--- src/sv/shs_pkg.sv ---
// shared types and constants for the stepper homing sequencer
`default_nettype none
package shs_pkg;

   localparam logic [1:0] OP_TICK  = 2'd0;
   localparam logic [1:0] OP_START = 2'd1;
   localparam logic [1:0] OP_STEP  = 2'd2;

   localparam logic [1:0] CSR_ACTIVE_LEVEL    = 2'd0;
   localparam logic [1:0] CSR_DWELL_US        = 2'd1;
   localparam logic [1:0] CSR_BACKOFF_STEPS   = 2'd2;
   localparam logic [1:0] CSR_TIMEOUT_SECONDS = 2'd3;

   localparam int CSR_INDEX_WIDTH = 2;
   localparam int CSR_DATA_WIDTH  = 16;

   // (255 + 1) * 1000000 still fits in 28 bits
   localparam int THRESH_WIDTH = 29;
   localparam logic [THRESH_WIDTH-1:0] US_PER_SECOND = THRESH_WIDTH'(1000000);

   localparam logic        RST_ACTIVE_LEVEL  = 1'b1;
   localparam logic [15:0] RST_DWELL_US      = 16'd1000;
   localparam logic [15:0] RST_BACKOFF_STEPS = 16'd0;
   localparam logic [7:0]  RST_TIMEOUT_SEC   = 8'd10;

   typedef struct packed {
      logic [1:0] operation;
      logic       direction;
      logic       switch_level;
   } item_type;

   typedef struct packed {
      logic                    active_level;
      logic [15:0]             dwell_us;
      logic [15:0]             backoff_steps;
      logic [THRESH_WIDTH-1:0] threshold;
   } cfg_type;

   typedef struct packed {
      logic step_pulse;
      logic dir_level;
      logic enable_level;
      logic at_endstop;
      logic busy_res;
      logic timeout_fault;
   } result_type;

   // elapsed time limit that ends a seek: elapsed / 1e6 > t  <=>  elapsed >= (t + 1) * 1e6
   function automatic logic [THRESH_WIDTH-1:0] seek_limit(input logic [7:0] seconds);
      logic [THRESH_WIDTH-1:0] whole;
      whole = THRESH_WIDTH'(seconds) + THRESH_WIDTH'(1);
      return THRESH_WIDTH'(whole * US_PER_SECOND);
   endfunction

endpackage
`default_nettype wire

--- src/sv/stepper_homing_sequencer.sv ---
// top level of the stepper homing sequencer: handshakes, settings and result register
// a request transaction passes the input register, then the result register, before its
// response is valid; throughput: one transaction per cycle while the response side
// does not stall; the homing state updates in a single pass
// the result register takes a new transaction while the old one is being taken
// reset (synchronous, active high): idle, driver disabled, fault clear, elapsed time zero
// settings return to active level 1, dwell 1000 us, no back-off, 10 s timeout
`default_nettype none
module stepper_homing_sequencer #(
   parameter int ELAPSED_WIDTH = 32
) (
   input  wire logic                                  clock,
   input  wire logic                                  reset,
   // request channel
   input  wire logic                                  req_valid,
   output logic                                       req_stall,
   input  wire logic [1:0]                            req_operation,
   input  wire logic                                  req_direction,
   input  wire logic                                  req_switch_level,
   // response channel
   output logic                                       rsp_valid,
   input  wire logic                                  rsp_stall,
   output logic                                       rsp_step_pulse,
   output logic                                       rsp_dir_level,
   output logic                                       rsp_enable_level,
   output logic                                       rsp_at_endstop,
   output logic                                       rsp_busy_res,
   output logic                                       rsp_timeout_fault,
   // settings write channel
   input  wire logic                                  csr_valid,
   output logic                                       csr_ready,
   input  wire logic [shs_pkg::CSR_INDEX_WIDTH-1:0]   csr_index,
   input  wire logic [shs_pkg::CSR_DATA_WIDTH-1:0]    csr_wdata
);
   import shs_pkg::*;

   // settings registers; the timeout is kept as its microsecond limit
   logic                    active_level_ff, active_level_in;
   logic [15:0]             dwell_ff, dwell_in;
   logic [15:0]             backoff_steps_ff, backoff_steps_in;
   logic [THRESH_WIDTH-1:0] threshold_ff, threshold_in;

   // input register
   logic       in_valid_ff, in_valid_in;
   item_type   item_ff, item_in;

   // result register
   logic       out_valid_ff, out_valid_in;
   result_type out_ff, out_in;

   logic       req_take;
   logic       out_open;
   logic       fire;
   logic       csr_take;
   cfg_type    cfg;
   result_type core_result;

   // settings writes are always taken
   assign csr_ready = 1'b1;
   assign csr_take  = csr_valid & csr_ready;

   always_comb begin
      active_level_in  = active_level_ff;
      dwell_in         = dwell_ff;
      backoff_steps_in = backoff_steps_ff;
      threshold_in     = threshold_ff;
      if (csr_take) begin
         case (csr_index)
            CSR_ACTIVE_LEVEL:    active_level_in  = csr_wdata[0];
            CSR_DWELL_US:        dwell_in         = csr_wdata[15:0];
            CSR_BACKOFF_STEPS:   backoff_steps_in = csr_wdata[15:0];
            CSR_TIMEOUT_SECONDS: threshold_in     = seek_limit(csr_wdata[7:0]);
            default: begin
            end
         endcase
      end
   end

   always_ff @(posedge clock) begin
      if (reset) begin
         active_level_ff  <= RST_ACTIVE_LEVEL;
         dwell_ff         <= RST_DWELL_US;
         backoff_steps_ff <= RST_BACKOFF_STEPS;
         threshold_ff     <= seek_limit(RST_TIMEOUT_SEC);
      end else begin
         active_level_ff  <= active_level_in;
         dwell_ff         <= dwell_in;
         backoff_steps_ff <= backoff_steps_in;
         threshold_ff     <= threshold_in;
      end
   end

   assign cfg.active_level  = active_level_ff;
   assign cfg.dwell_us      = dwell_ff;
   assign cfg.backoff_steps = backoff_steps_ff;
   assign cfg.threshold     = threshold_ff;

   // the result register can load when empty or when its transaction leaves now
   assign out_open  = !out_valid_ff || !rsp_stall;
   assign fire      = in_valid_ff && out_open;
   assign req_stall = in_valid_ff && !out_open;
   assign req_take  = req_valid && !req_stall;

   always_comb begin
      item_in.operation    = req_operation;
      item_in.direction    = req_direction;
      item_in.switch_level = req_switch_level;

      if (req_take) begin
         in_valid_in = 1'b1;
      end else if (fire) begin
         in_valid_in = 1'b0;
      end else begin
         in_valid_in = in_valid_ff;
      end

      if (fire) begin
         out_valid_in = 1'b1;
      end else if (!rsp_stall) begin
         out_valid_in = 1'b0;
      end else begin
         out_valid_in = out_valid_ff;
      end
      out_in = core_result;
   end

   always_ff @(posedge clock) begin
      if (reset) begin
         in_valid_ff  <= 1'b0;
         out_valid_ff <= 1'b0;
      end else begin
         in_valid_ff  <= in_valid_in;
         out_valid_ff <= out_valid_in;
      end
   end

   // payload registers, no reset
   always_ff @(posedge clock) begin
      if (req_take) begin
         item_ff <= item_in;
      end
      if (fire) begin
         out_ff <= out_in;
      end
   end

   // homing state and next-state logic
   shs_core #(
      .ELAPSED_WIDTH(ELAPSED_WIDTH)
   ) u_core (
      .clock (clock),
      .reset (reset),
      .fire  (fire),
      .item  (item_ff),
      .cfg   (cfg),
      .result(core_result)
   );

   assign rsp_valid         = out_valid_ff;
   assign rsp_step_pulse    = out_ff.step_pulse;
   assign rsp_dir_level     = out_ff.dir_level;
   assign rsp_enable_level  = out_ff.enable_level;
   assign rsp_at_endstop    = out_ff.at_endstop;
   assign rsp_busy_res      = out_ff.busy_res;
   assign rsp_timeout_fault = out_ff.timeout_fault;

   // a step is only ever issued with the driver enabled
   a_step_enabled: assert property (@(posedge clock) disable iff (reset)
      rsp_valid && rsp_step_pulse |-> !rsp_enable_level)
      else $error("step pulse with driver disabled");

   // a timeout can only come out of a seek, which enables the driver
   a_fault_enabled: assert property (@(posedge clock) disable iff (reset)
      rsp_valid && rsp_timeout_fault |-> !rsp_enable_level)
      else $error("timeout fault with driver disabled");

   // requests are held back only when both registers are full and the output is stalled
   a_stall_cause: assert property (@(posedge clock) disable iff (reset)
      req_stall |-> in_valid_ff && out_valid_ff && rsp_stall)
      else $error("request stalled without a full pipeline");

   // a transaction that moved into the result register is shown the next cycle
   a_fire_shows: assert property (@(posedge clock) disable iff (reset)
      fire |=> rsp_valid)
      else $error("result register did not load");

endmodule
`default_nettype wire

--- src/sv/shs_core.sv ---
// homing state machine: seek, back-off and single step, one transaction per fire
`default_nettype none
module shs_core #(
   parameter int ELAPSED_WIDTH = 32
) (
   input  wire logic                clock,
   input  wire logic                reset,
   input  wire logic                fire,
   input  wire shs_pkg::item_type   item,
   input  wire shs_pkg::cfg_type    cfg,
   output shs_pkg::result_type      result
);
   import shs_pkg::*;

   typedef enum logic [1:0] {
      PH_IDLE    = 2'd0,
      PH_SEEK    = 2'd1,
      PH_BACKOFF = 2'd2
   } phase_type;

   localparam int CMP_WIDTH = (ELAPSED_WIDTH > THRESH_WIDTH) ? ELAPSED_WIDTH : THRESH_WIDTH;

   phase_type                phase_ff, phase_in;
   logic [ELAPSED_WIDTH-1:0] elapsed_ff, elapsed_in;
   logic [15:0]              backoff_count_ff, backoff_count_in;
   logic                     seek_dir_ff, seek_dir_in;
   logic                     fault_ff, fault_in;
   logic                     enable_ff, enable_in;
   logic                     dir_ff, dir_in;

   logic                     at;
   logic                     busy;
   logic                     step;
   logic [ELAPSED_WIDTH:0]   sum;
   logic [ELAPSED_WIDTH-1:0] elapsed_sat;
   logic [15:0]              count_dec;
   logic                     timed_out;

   always_comb begin
      at          = (item.switch_level == cfg.active_level);
      busy        = (phase_ff == PH_SEEK) || (phase_ff == PH_BACKOFF);
      sum         = {1'b0, elapsed_ff} + (ELAPSED_WIDTH + 1)'(cfg.dwell_us);
      elapsed_sat = sum[ELAPSED_WIDTH] ? {ELAPSED_WIDTH{1'b1}} : sum[ELAPSED_WIDTH-1:0];
      timed_out   = CMP_WIDTH'(elapsed_sat) >= CMP_WIDTH'(cfg.threshold);
      count_dec   = backoff_count_ff - 16'd1;

      phase_in         = phase_ff;
      elapsed_in       = elapsed_ff;
      backoff_count_in = backoff_count_ff;
      seek_dir_in      = seek_dir_ff;
      fault_in         = fault_ff;
      enable_in        = enable_ff;
      dir_in           = dir_ff;
      step             = 1'b0;

      case (item.operation)
         OP_TICK: begin
            if (phase_ff == PH_SEEK) begin
               if (!at) begin
                  step       = 1'b1;
                  elapsed_in = elapsed_sat;
                  if (timed_out) begin
                     fault_in = 1'b1;
                  end
               end
               if (at || timed_out) begin
                  // reverse and load the back-off count
                  dir_in           = ~seek_dir_ff;
                  backoff_count_in = cfg.backoff_steps;
                  phase_in         = (cfg.backoff_steps != 16'd0) ? PH_BACKOFF : PH_IDLE;
               end
            end else if (phase_ff == PH_BACKOFF) begin
               if (backoff_count_ff != 16'd0) begin
                  step             = 1'b1;
                  backoff_count_in = count_dec;
               end
               if (backoff_count_ff == 16'd0 || count_dec == 16'd0) begin
                  phase_in = PH_IDLE;
               end
            end
         end
         OP_START: begin
            if (!busy) begin
               enable_in   = 1'b0;
               seek_dir_in = item.direction;
               dir_in      = item.direction;
               fault_in    = 1'b0;
               elapsed_in  = '0;
               phase_in    = PH_SEEK;
            end
         end
         OP_STEP: begin
            if (!busy) begin
               enable_in   = 1'b0;
               seek_dir_in = item.direction;
               dir_in      = item.direction;
               step        = ~at;
            end
         end
         default: begin
         end
      endcase

      result.step_pulse    = step;
      result.dir_level     = dir_in;
      result.enable_level  = enable_in;
      result.at_endstop    = at;
      result.busy_res      = (phase_in == PH_SEEK) || (phase_in == PH_BACKOFF);
      result.timeout_fault = fault_in;
   end

   always_ff @(posedge clock) begin
      if (reset) begin
         phase_ff         <= PH_IDLE;
         elapsed_ff       <= '0;
         backoff_count_ff <= 16'd0;
         seek_dir_ff      <= 1'b0;
         fault_ff         <= 1'b0;
         enable_ff        <= 1'b1;
         dir_ff           <= 1'b0;
      end else if (fire) begin
         phase_ff         <= phase_in;
         elapsed_ff       <= elapsed_in;
         backoff_count_ff <= backoff_count_in;
         seek_dir_ff      <= seek_dir_in;
         fault_ff         <= fault_in;
         enable_ff        <= enable_in;
         dir_ff           <= dir_in;
      end
   end

endmodule
`default_nettype wire

--- config.mk ---
export PLATFORM = sky130hd
export DESIGN_NAME = stepper_homing_sequencer
export DESIGN_NICKNAME = d
export VERILOG_FILES = /design/src/sv/shs_pkg.sv /design/src/sv/stepper_homing_sequencer.sv /design/src/sv/shs_core.sv
export SDC_FILE = /design/constraint.sdc
export NUM_CORES = 1
export LEC_CHECK = 0
export ABC_AREA = 0
export BUFFER_PORTS_ARGS = -buffer_cell sky130_fd_sc_hd__buf_2
export CAP_MARGIN = 20
export CORE_MARGIN = 5
export CORE_UTILIZATION = 53
export CTS_CLUSTER_SIZE = 16
export DETAILED_ROUTE_END_ITERATION = 8
export PLACE_DENSITY = 0.7
export SLEW_MARGIN = 25
export SYNTH_ARGS = -nofsm -noshare
export SYNTH_HDL_FRONTEND = slang
export SYNTH_SLANG_ARGS = --single-unit
--- constraint.sdc ---
create_clock -name clock -period 9.3 [get_ports clock]
set_input_delay 0.93 -clock clock [delete_from_list [all_inputs] [get_ports clock]]
set_output_delay 0.93 -clock clock [all_outputs]
set_load 0.02 [all_outputs]
==> results of run 1 <==
[power by group through the flow]
stage	sequential (mW)	clock [mW]	combinational (mW)
global route	0.567	0.705	0.679
global placement	0.576	0	0.582
finish	0.565	0.671	0.589
floorplan	0.575	0	0.457
CTS	0.565	0.678	0.595
detailed placement	0.576	0	0.589
[sequential cells by signal (all words and copies together), names as in the netlist]
| name | flops |
|---|---|
| dwell_ff | 16 |
| rsp_dir_level | 1 |
| u_core.phase_ff | 2 |
| rsp_step_pulse | 1 |
| u_core.dir_ff | 1 |
| rsp_busy_res | 1 |
| backoff_steps_ff | 16 |
| rsp_enable_level | 1 |
| item_ff | 4 |
| rsp_timeout_fault | 1 |
| in_valid_ff | 1 |
| threshold_ff | 23 |
| rsp_at_endstop | 1 |
| u_core.elapsed_ff | 32 |
| rsp_valid | 1 |
| u_core.seek_dir_ff | 1 |
| u_core.fault_ff | 1 |
| u_core.backoff_count_ff | 16 |
| u_core.enable_ff | 1 |
| active_level_ff | 1 |
[final cells by class]
type / instances / area (sq um)
clock buffer: 17 / 425.4
tap: 220 / 275.3
fill: 1540 / 6750
sequential: 122 / 2542
clock inverter: 15 / 163.9
multi-input combinational: 858 / 5778
timing repair buffer: 37 / 192.7
inverter: 90 / 337.8
[worst max-delay path: stages, from the launching register on]
cell,delay [ps]
dfxtp_1,310
ha_1,220
fa_1,420
a211oi_2,320
o21a_1,200
o211a_1,190
o21ai_1,190
nand2_1,720
nand2_1,160
ha_1,340
a21o_1,160
a21o_1,160
a2111oi_0,400
o21ai_0,210
a21oi_1,150
o41ai_1,100
a311o_1,400
o311a_2,630
o21a_1,190
o32ai_1,230
[kinds of logic after synthesis]
logic type / count (synthesis) / synth area share
simple gates: 394 / 0.1970
compound gates: 281 / 0.2008
buf+inv: 140 / 0.06015
fa+ha+maj: 128 / 0.1990
flops: 122 / 0.2876
xor+xnor: 47 / 0.04656
mux: 7 / 0.008491
other cells: 1 / 0.0004242
[per-stage QoR]
| step | setup WS, ps | power, mW |
|---|---|---|
| floorplan | 3899 | 1.032 |
| global placement | 3139 | 1.158 |
| detailed placement | 3159 | 1.165 |
| CTS | 3421 | 1.838 |
| global route | 3019 | 1.951 |
| finish | 3475 | 1.825 |
[layer usage]
metal	wire [um]	track usage	vias to the layer above
li1	-	-	3911
met1	9731	0.2874	3618
met2	10160	0.3810	163
met3	790	0.03724	39
met4	475	0.07775	0
met5	0	0	-
[synthesized netlist by cell type (all sizes together) (8+ instances only)]
cell type,n
a31oi,10
a211oi,12
fa,21
a21o,18
edfxtp,10
clkbuf,46
o21ai,58
and3,8
nor2,117
nand3,35
dfxtp,112
xor2,19
nor3,23
inv,90
a21oi,89
nand4,11
ha,107
o21a,13
nand2,156
nor2b,8
xnor2,28
a22oi,33
[how the worst min path moves through the flow]
| stage | end | slack, ps | start | depth (start not counted) |
|---|---|---|---|---|
| after global routing | threshold_ff[22]$_SDFFE_PP0P_ | 470 | threshold_ff[22]$_SDFFE_PP0P_ | 2 |
| final | u_core.enable_ff$_SDFFE_PP1P_ | 440 | u_core.enable_ff$_SDFFE_PP1P_ | 2 |
| after CTS | u_core.enable_ff$_SDFFE_PP1P_ | 450 | u_core.enable_ff$_SDFFE_PP1P_ | 2 |
| after global placement | u_core.enable_ff$_SDFFE_PP1P_ | 430 | u_core.enable_ff$_SDFFE_PP1P_ | 2 |
| after detailed placement | u_core.enable_ff$_SDFFE_PP1P_ | 440 | u_core.enable_ff$_SDFFE_PP1P_ | 2 |
| after floorplan | u_core.enable_ff$_SDFFE_PP1P_ | 420 | u_core.enable_ff$_SDFFE_PP1P_ | 2 |
==> results.md, run 1 <==
* Outcome: finished, final reports clean
* Most frequent cells in the layout: 156 x nand2_1, 114 x nor2_1, 112 x dfxtp_1
* DRT iter0 DRCs at between 600 and 700
* Initial antenna violation count at 0
* Clock Latency Late Sink at ~430 ps
* Critical R2R Capture: u_core.backoff_count_ff[10]$_SDFFE_PP0P_
* Register area share after synthesis at 0.2876
* Final hold viol count at 0
* Max frequency at between 150 and 200 MHz
* Max-cap violations at 0
* RSZ-0062 raised after global routing: no
* Largest cells by area after synthesis: dfxtp_1 25%, ha_1 15%, nand2_1 6.6%
* Critical Path Start: dwell_ff[0]$_SDFFE_PP0P_
* Yosys reg bits at about 120
* Clock Path Buffers at 2
* R2R setup slack at approximately 3500 ps
* Crit path capture type: flip-flop
* Required @ worst endpoint at between 9000 and 10000 ps
* Max rail drop VDD at about 0.00016 V
* Ant. Diodes at 0
* Final antenna-violating net count at 0
* CTS tree: built
* Layout cell share with drive strength beyond 1 at 0.07726
* Nets at 1281
* Top_reg_cell synth: dfxtp_1
* Initial Util at 0.5369
* Int Pwr at ~1.2 mW
* Number of flops mapped to enable cells by yosys at 10
* Crit path launch type: flip-flop
* Core region area at approximately 16000 sq um
* Largest net degree at the start of global routing at between 80 and 90
* Final setup viols at 0
* Clock period minus worst slack at about 5800 ps
* First-pass DRT Iterations at 5
* Psw at roughly 0.63 mW
* Switching Share at 0.3440
* GRT Overall Usage at 0.2236
* Average size of a mapped cell at ~8 sq um
* Placed cells at between 1000 and 1500
* Crit Path Class: reg2reg
* Clock sink count at about 120
* CTS H-tree lvls at 4
* Slew @ Worst Pin at ~1000 ps
* First-pass GRT wire length at about 36000 um
* Die ar. at 19360 sq um
* Worst R2R Start: dwell_ff[0]$_SDFFE_PP0P_
* Layout Area Growth over Synthesis at 9.892%
* Crit Path Max Fanout at 31
* Number of global-route vias before repair at 7543
* Sequential power share at 0.310
* Layout Skew at around 8.4 ps
* Commonest non-fill, non-tap cell in the layout: nand2_1
* Fin crit share at 0.6263
* Pwr dens at around 190 nW/um^2
* Cell taking the most area after synthesis: dfxtp_1
* R2r worst-path depth at 19
* TNS Setup at 0 ps
* Layout Cells excl Fill at 1359
* Syn_nets at 1275
* Final Max Tran Viols at 0
* Vias per cell at approximately 5.7
* Remaining routing DRC violations at 0
* Hold-fix buffers, CTS at 0
* Ys async rst share at 0
* Area after DPL at 9123 sq um
* Row count at 47
* CTS resizes at 0
* Ys Warns at 0
* WL final at roughly 21000 um
* CTS root buf: clkbuf_16
* Synth top area share at 0.2536
* Leakage at roughly 4.4 nW
* Area of the mapped netlist at approximately 9000 sq um
* Distinct cells, synth at between 60 and 70
* Post-synthesis cell count at roughly 1100
* Worst setup path endpoint: u_core.backoff_count_ff[10]$_SDFFE_PP0P_
* Layout Utilization at 0.5900
* Post-CTS setup buffers at 0
* Num ports at 36
* Grt total ovfl at 0
* Reg clk slew, reported paths at roughly 60 ps
* Finished Cell Area at a little under 10000 sq um
* Data arrival, critical path at ~6000 ps
* Die X at around 140 um
* Routability congestion estimate at around 0.94
* Buffers on Ports at 34
* DR WL/cell at ~16 um
* Hold slack at 444.4 ps
* Clock power frac at 0.368
* Die height at between 100 and 150 um
* Comb power frac at 0.323
* Via total after detailed routing at a little under 8000
* Rel. slew slack at 0.3347
* HPWL after detailed placement at roughly 16000 um
* HP Class: reg2reg
* TritonCTS Buffers at 17
Note: power is estimated with default switching activity, not from simulation.
==> run 2, diff against run 1 <==
Settings changed: PLACE_DENSITY 0.7 to 0.73.
Clock period 9.3 ns to 4.9 ns, I/O delays scaled along.
==> run 2 against run 1 <==
  * Sequential share of layout area fell by 2.1 points
  * Core utilization rose by 5.2 points
  * Hold slack got worse by 210 ps
  * Register-to-register slack got worse by 3500 ps
  * Count of clock-buffer cells in the layout rose by 6
  * Via count rose by 4.4%
  * Critical path type unchanged
  * Largest power group unchanged
  * Highest routed layer unchanged
==> results.md, run 2 (same netlist as run 1, synthesis figures left out) <==
* Remaining routing DRC violations at 0 (unchanged)
* Grt total ovfl at 0 (unchanged)
* Largest registers: u_core.elapsed_ff: 32 flops, threshold_ff: 23 flops
* RSZ-0062 raised after global routing: yes
* Crit path capture type: flip-flop
* Fillcell total at 1391 (-9.7%)
* Largest reg by FF count: u_core.elapsed_ff
* Core region area at 16470 sq um (unchanged)
* Via total after detailed routing at 8070 (+4.4%)
* Met2 wire len at 11090 um (+9.1%)
* Slew @ Worst Pin at 1021 ps (+23.65 ps)
* Die height at 139.2 um (unchanged)
* Nets at 1341 (+4.7%)
* Final setup viols at 0 (unchanged)
* Max reg flops at 32 (unchanged)
* Area after DPL at 9485 sq um (+4.0%)
* Layout cell share with drive strength beyond 1 at 0.1660 (+0.08871)
* Max frequency at 204.2 MHz (+19%)
* Clock sink count at 122 (unchanged)
* Crit path launch type: flip-flop
* Die ar. at 19360 sq um (unchanged)
* Pwr dens at 338.0 nW/um^2 (+80%)
* Initial antenna violation count at 0 (unchanged)
* Die X at 139.2 um (unchanged)
* Initial Util at 0.5369 (unchanged)
* Most frequent cells in the layout: 154 x nand2_1, 110 x nor2_1, 109 x dfxtp_1
* WL final at 22480 um (+6.3%)
* HP Class: in2reg
* Fin crit share at 0.9994 (+0.3731)
* Number of global-route vias before repair at 7625 (+1.1%)
* Rel. slew slack at 0.3196 (-0.01505)
* Finished Cell Area at 10580 sq um (+8.9%)
* GRT Overall Usage at 0.2236 (about the same)
* Met1 wire length at 9762 um (+0.32%)
* Row count at 47 (unchanged)
* Crit Path Class: reg2reg
* First-pass DRT Iterations at 5 (unchanged)
* Clock period minus worst slack at 4897 ps (-927.7 ps)
* Buffers on Ports at 34 (unchanged)
* Ant. Diodes at 0 (unchanged)
* Num ports at 36 (unchanged)
* Commonest non-fill, non-tap cell in the layout: nand2_1
* Hold slack at 236.4 ps (-208.0 ps)
* Clock Path Buffers at 2 (unchanged)
* TritonCTS Buffers at 17 (unchanged)
* CTS root buf: clkbuf_16
* Vias per cell at 5.687 (about the same)
* Wire length on met3 at 1000 um (+27%)
* Final hold viol count at 0 (unchanged)
* Multi-input gate area at 6092 sq um (+5.4%)
* CTS tree: built
* Leakage at 4.694 nW (+7.9%)
* Layout Skew at 11.09 ps (+2.729 ps)
* Register Area at 2546 sq um (+0.15%)
* Largest net degree at the start of global routing at 93 (+4.5%)
* DRT iter0 DRCs at 480 (-28%)
* DR WL/cell at 15.84 um (+1.8%)
* Clock Latency Late Sink at 430 ps (about the same)
* Layout Area Growth over Synthesis at 19.66%
* HPWL after detailed placement at 15740 um (+1.2%)
* Max Used Layer: met4
* Final antenna-violating net count at 0 (unchanged)
* Max-cap violations at 0 (unchanged)
* Reg clk slew, reported paths at 60 ps (about the same)
* Layout Utilization at 0.6425 (+0.05243)
* Routability congestion estimate at 0.8589 (-9.0%)
* TNS Setup at 0 ps (unchanged)
* CTS H-tree lvls at 4 (unchanged)
* Data arrival, critical path at 5240 ps (-910 ps)
* Outcome: finished, final reports clean
* Crit Path Max Fanout at 8 (-74%)
* Required @ worst endpoint at 5240 ps (-4380 ps)
* Power Total at 3.576 mW (+96%)
* First-pass GRT wire length at 35980 um (-0.32%)
* Max rail drop VDD at 0.0003352 V (+110%)
* Final Max Tran Viols at 0 (unchanged)
[run 2: worst paths after layout]
kind	from	to	slack [ps]	cells after the start
min	req_direction	item_ff[1]$_DFFE_PP_	240	1
max	dwell_ff[0]$_SDFFE_PP0P_	u_core.backoff_count_ff[10]$_SDFFE_PP0P_	3	21
min reg2reg	u_core.enable_ff$_SDFFE_PP1P_	u_core.enable_ff$_SDFFE_PP1P_	440	2
max reg2reg	dwell_ff[0]$_SDFFE_PP0P_	u_core.backoff_count_ff[10]$_SDFFE_PP0P_	3	21
[run 2: critical path: stages (launching register included)]
cell,delay [ps]
dfxtp_2,330
ha_4,160
fa_2,410
a211oi_4,260
o21a_1,200
o211a_1,200
o21ai_2,110
buf_6,150
a31oi_4,180
a21oi_2,70
ha_1,330
a21o_1,170
a2111oi_2,290
o21ai_1,130
a21oi_1,170
o41ai_2,120
a311o_1,390
buf_4,160
o311a_4,430
clkbuf_16,200
o21a_1,120
o32ai_2,200
[run 2: per-stage QoR]
stage | setup slack (ps) | std cells
after detailed placement | -218.6 | 1371
final | 2.986 | 1419
after floorplan | 26.48 | 1120
after global placement | -178.0 | 1371
after global routing | -189.6 | 1419
after CTS | 1.041 | 1407
[run 2: what timing repair did]
item | CTS | global route
hold buffers | 0 | 0
gates resized for setup | 9 | 69
setup endpoints to repair | 22 | 22
pin swaps | 10 | 34
gates cloned | 1 | 2
buffers inserted | 3 | 10
[run 2: final cells by class]
cell class                 count  share of cell area
clock buffer                  23             0.04613
clock inverter                 9             0.01064
inverter                      90             0.03193
multi-input combinational    858              0.5759
sequential                   122              0.2407
tap                          220             0.02602
timing repair buffer          97             0.06872
[run 2: metal layers]
layer / vias to the layer above / GRT usage
met5: - / 0
met4: 0 / 0.07570
met3: 48 / 0.04103
met2: 210 / 0.3876
met1: 3775 / 0.2805
li1: 4037 / -
[run 2: report_power, final]
| group | internal (mW) | switching, mW |
|---|---|---|
| Clock | 0.803 | 0.471 |
| Combinational | 0.541 | 0.685 |
| Sequential | 1.05 | 0.0266 |
| Total | 2.39 | 1.18 |
==> run 3, diff against run 2 <==
--- a/config.mk
+++ b/config.mk
@@ -12,3 +12,3 @@
 export CORE_UTILIZATION = 53
-export CTS_CLUSTER_SIZE = 16
+export CTS_CLUSTER_SIZE = 12
 export DETAILED_ROUTE_END_ITERATION = 8
==> constraint.sdc (replaced) <==
create_clock -name clock -period 4.9 [get_ports clock]
set_input_delay 0 -clock clock [delete_from_list [all_inputs] [get_ports clock]]
set_output_delay 0 -clock clock [all_outputs]
set_load 0.02 [all_outputs]
==> run 3 against run 2 <==
  * Worst setup slack better by 190 ps
  * Critical endpoint is now rsp_busy_res$_DFFE_PP_
  * Clock skew down 2.2 ps
  * Die area unchanged
  * Sequential cell count unchanged
  * Global-route usage up 0.21 points
  * Maximum frequency up 3.9%
==> results.md, run 3 (same netlist as run 1, synthesis figures left out) <==
* Core region area at 16470 sq um (unchanged)
* Hold slack at 45.77 ps (-190.7 ps)
* Area after DPL at 9283 sq um (-2.1%)
* Required @ worst endpoint at 5070 ps (-170 ps)
* CTS root buf: clkbuf_16
* Crit path capture type: flip-flop
* Via total after detailed routing at 7977 (-1.2%)
* Finished Cell Area at 10270 sq um (-2.9%)
* GRT Overall Usage at 0.2256 (+0.002051)
* Largest net degree at the start of global routing at 58 (-38%)
* Max frequency at 212.2 MHz (+3.9%)
* Buffers on Ports at 34 (unchanged)
* Crit Path Class: reg2reg
* Fin crit share at 0.9616 (-0.03781)
* Max rail drop VDD at 0.0002991 V (-11%)
* CTS H-tree lvls at 4 (unchanged)
* Leakage at 4.594 nW (-2.1%)
* HPWL after detailed placement at 15490 um (-1.6%)
* HP Class: in2reg
* TNS Setup at 0 ps (unchanged)
* Most frequent cells in the layout: 155 x nand2_1, 112 x nor2_1, 112 x dfxtp_1
* Clock Path Buffers at 2 (unchanged)
* Largest registers: u_core.elapsed_ff: 32 flops, threshold_ff: 23 flops
* Clock sink count at 122 (unchanged)
* Fillcell total at 1432 (+2.9%)
* Crit path launch type: flip-flop
* Register Area at 2542 sq um (-0.15%)
* Num ports at 36 (unchanged)
* RSZ-0062 raised after global routing: yes
* DR WL/cell at 15.46 um (-2.4%)
* TritonCTS Buffers at 17 (unchanged)
* Final Max Tran Viols at 0 (unchanged)
* Layout cell share with drive strength beyond 1 at 0.1129 (-0.05308)
* CTS tree: built
* Rel. slew slack at 0.3885 (+0.06886)
* Slew @ Worst Pin at 916.2 ps (-104.3 ps)
* Die X at 139.2 um (unchanged)
* Layout Utilization at 0.6238 (-0.01869)
* Die height at 139.2 um (unchanged)
* Max reg flops at 32 (unchanged)
* Largest reg by FF count: u_core.elapsed_ff
* Clock Latency Late Sink at 420 ps (about the same)
* First-pass DRT Iterations at 5 (unchanged)
* DRT iter0 DRCs at 493 (+2.7%)
* Power Total at 3.513 mW (-1.8%)
* Number of global-route vias before repair at 7714 (+1.2%)
* Final hold viol count at 0 (unchanged)
* Layout Area Growth over Synthesis at 16.18%
* Initial antenna violation count at 0 (unchanged)
* First-pass GRT wire length at 36780 um (+2.2%)
* Vias per cell at 5.670 (-0.31%)
* Final antenna-violating net count at 0 (unchanged)
* Multi-input gate area at 5874 sq um (-3.6%)
* Routability congestion estimate at 0.9146 (+6.5%)
* Layout Skew at 8.937 ps (-2.150 ps)
* Crit Path Max Fanout at 4 (-4)
* Row count at 47 (unchanged)
* Die ar. at 19360 sq um (unchanged)
* Initial Util at 0.5369 (unchanged)
* Ant. Diodes at 0 (unchanged)
* Grt total ovfl at 0 (unchanged)
* Remaining routing DRC violations at 0 (unchanged)
* Data arrival, critical path at 4880 ps (-360 ps)
* Pwr dens at 342.1 nW/um^2 (+1.2%)
* WL final at 21760 um (-3.2%)
* Outcome: finished, final reports clean
* Reg clk slew, reported paths at 60 ps (about the same)
* Clock period minus worst slack at 4712 ps (-185.3 ps)
* Final setup viols at 0 (unchanged)
* Max-cap violations at 0 (unchanged)
* Commonest non-fill, non-tap cell in the layout: nand2_1
* Nets at 1329 (-0.89%)
==> run 3: changes by cell type in the layout (fill, tap and decap cells not counted), moves of 4 or more <==
cell	previous run	this run
buf_4	57	25
dlygate4sd3_1	0	24
o21ai_2	10	1
o21ai_1	12	19
a22oi_1	27	33
a22oi_2	6	0
ha_4	5	0
o21ai_0	34	38
==> run 3: layout make-up <==
| class | instances | area share |
|---|---|---|
| Sequential cell | 122 | 0.2475 |
| Multi-Input combinational cell | 858 | 0.5719 |
| Tap cell | 220 | 0.02680 |
| Clock buffer | 18 | 0.04276 |
| Clock inverter | 14 | 0.01547 |
| Inverter | 90 | 0.03289 |
| Timing Repair Buffer | 85 | 0.06261 |
==> run 3: report_power, final <==
part	switching [mW]	internal, mW
clock network	0.510	0.775
registers	0.0248	1.05
logic	0.665	0.490
==> run 3: critical path, stage by stage (launching register included) <==
cell and delay, ps:
dfxtp_1 320, ha_2 200, fa_2 390, a211oi_4 260, o21a_1 180, nor2_1 50
nor2_1 170, o21ai_1 100, and2_4 170, a41oi_2 200, xor2_1 160, nand2_1 90
ha_1 310, nand4_1 140, nor4_2 160, nand4_1 130, o41ai_2 380, a311o_1 310
o31a_1 250, mux2i_1 270, o21ai_2 90, xnor2_1 130
==> run 3: repair_timing <==
action | in CTS | in global routing
pin swaps | 0 | 18
resized for setup | 1 | 34
setup endpoints to repair | 1 | 26
endpoints found under the hold margin | 40 | 0
gates cloned | 0 | 0
hold buffers | 24 | 0
setup buffers | 0 | 5
==> run 3: path summary, 6_finish.rpt <==
kind,start,end,slack (ps),cells past startpoint
setup / recovery,u_core.elapsed_ff[0]$_SDFFE_PP0P_,rsp_busy_res$_DFFE_PP_,190,21
hold / removal,csr_valid,active_level_ff$_SDFFE_PP1P_,50,3
setup reg to reg,u_core.elapsed_ff[0]$_SDFFE_PP0P_,rsp_busy_res$_DFFE_PP_,190,21
hold reg to reg,u_core.enable_ff$_SDFFE_PP1P_,u_core.enable_ff$_SDFFE_PP1P_,450,2
==> run 3: metrics by stage <==
step / std cells / worst slack (ps)
floorplan: 1120 / 166.7
global placement: 1346 / 98.78
detailed placement: 1346 / 33.76
CTS: 1402 / 21.99
global route: 1407 / -40.98
finish: 1407 / 188.3
==> run 3: routing by layer <==
metal,wire length [um],up-vias,GRT usage,part of all wire
met3,922,36,0.03966,0.042
met2,10790,188,0.3925,0.50
met5,0,-,0,0
met4,438,0,0.07158,0.020
li1,-,3997,-,-
met1,9602,3756,0.2849,0.44
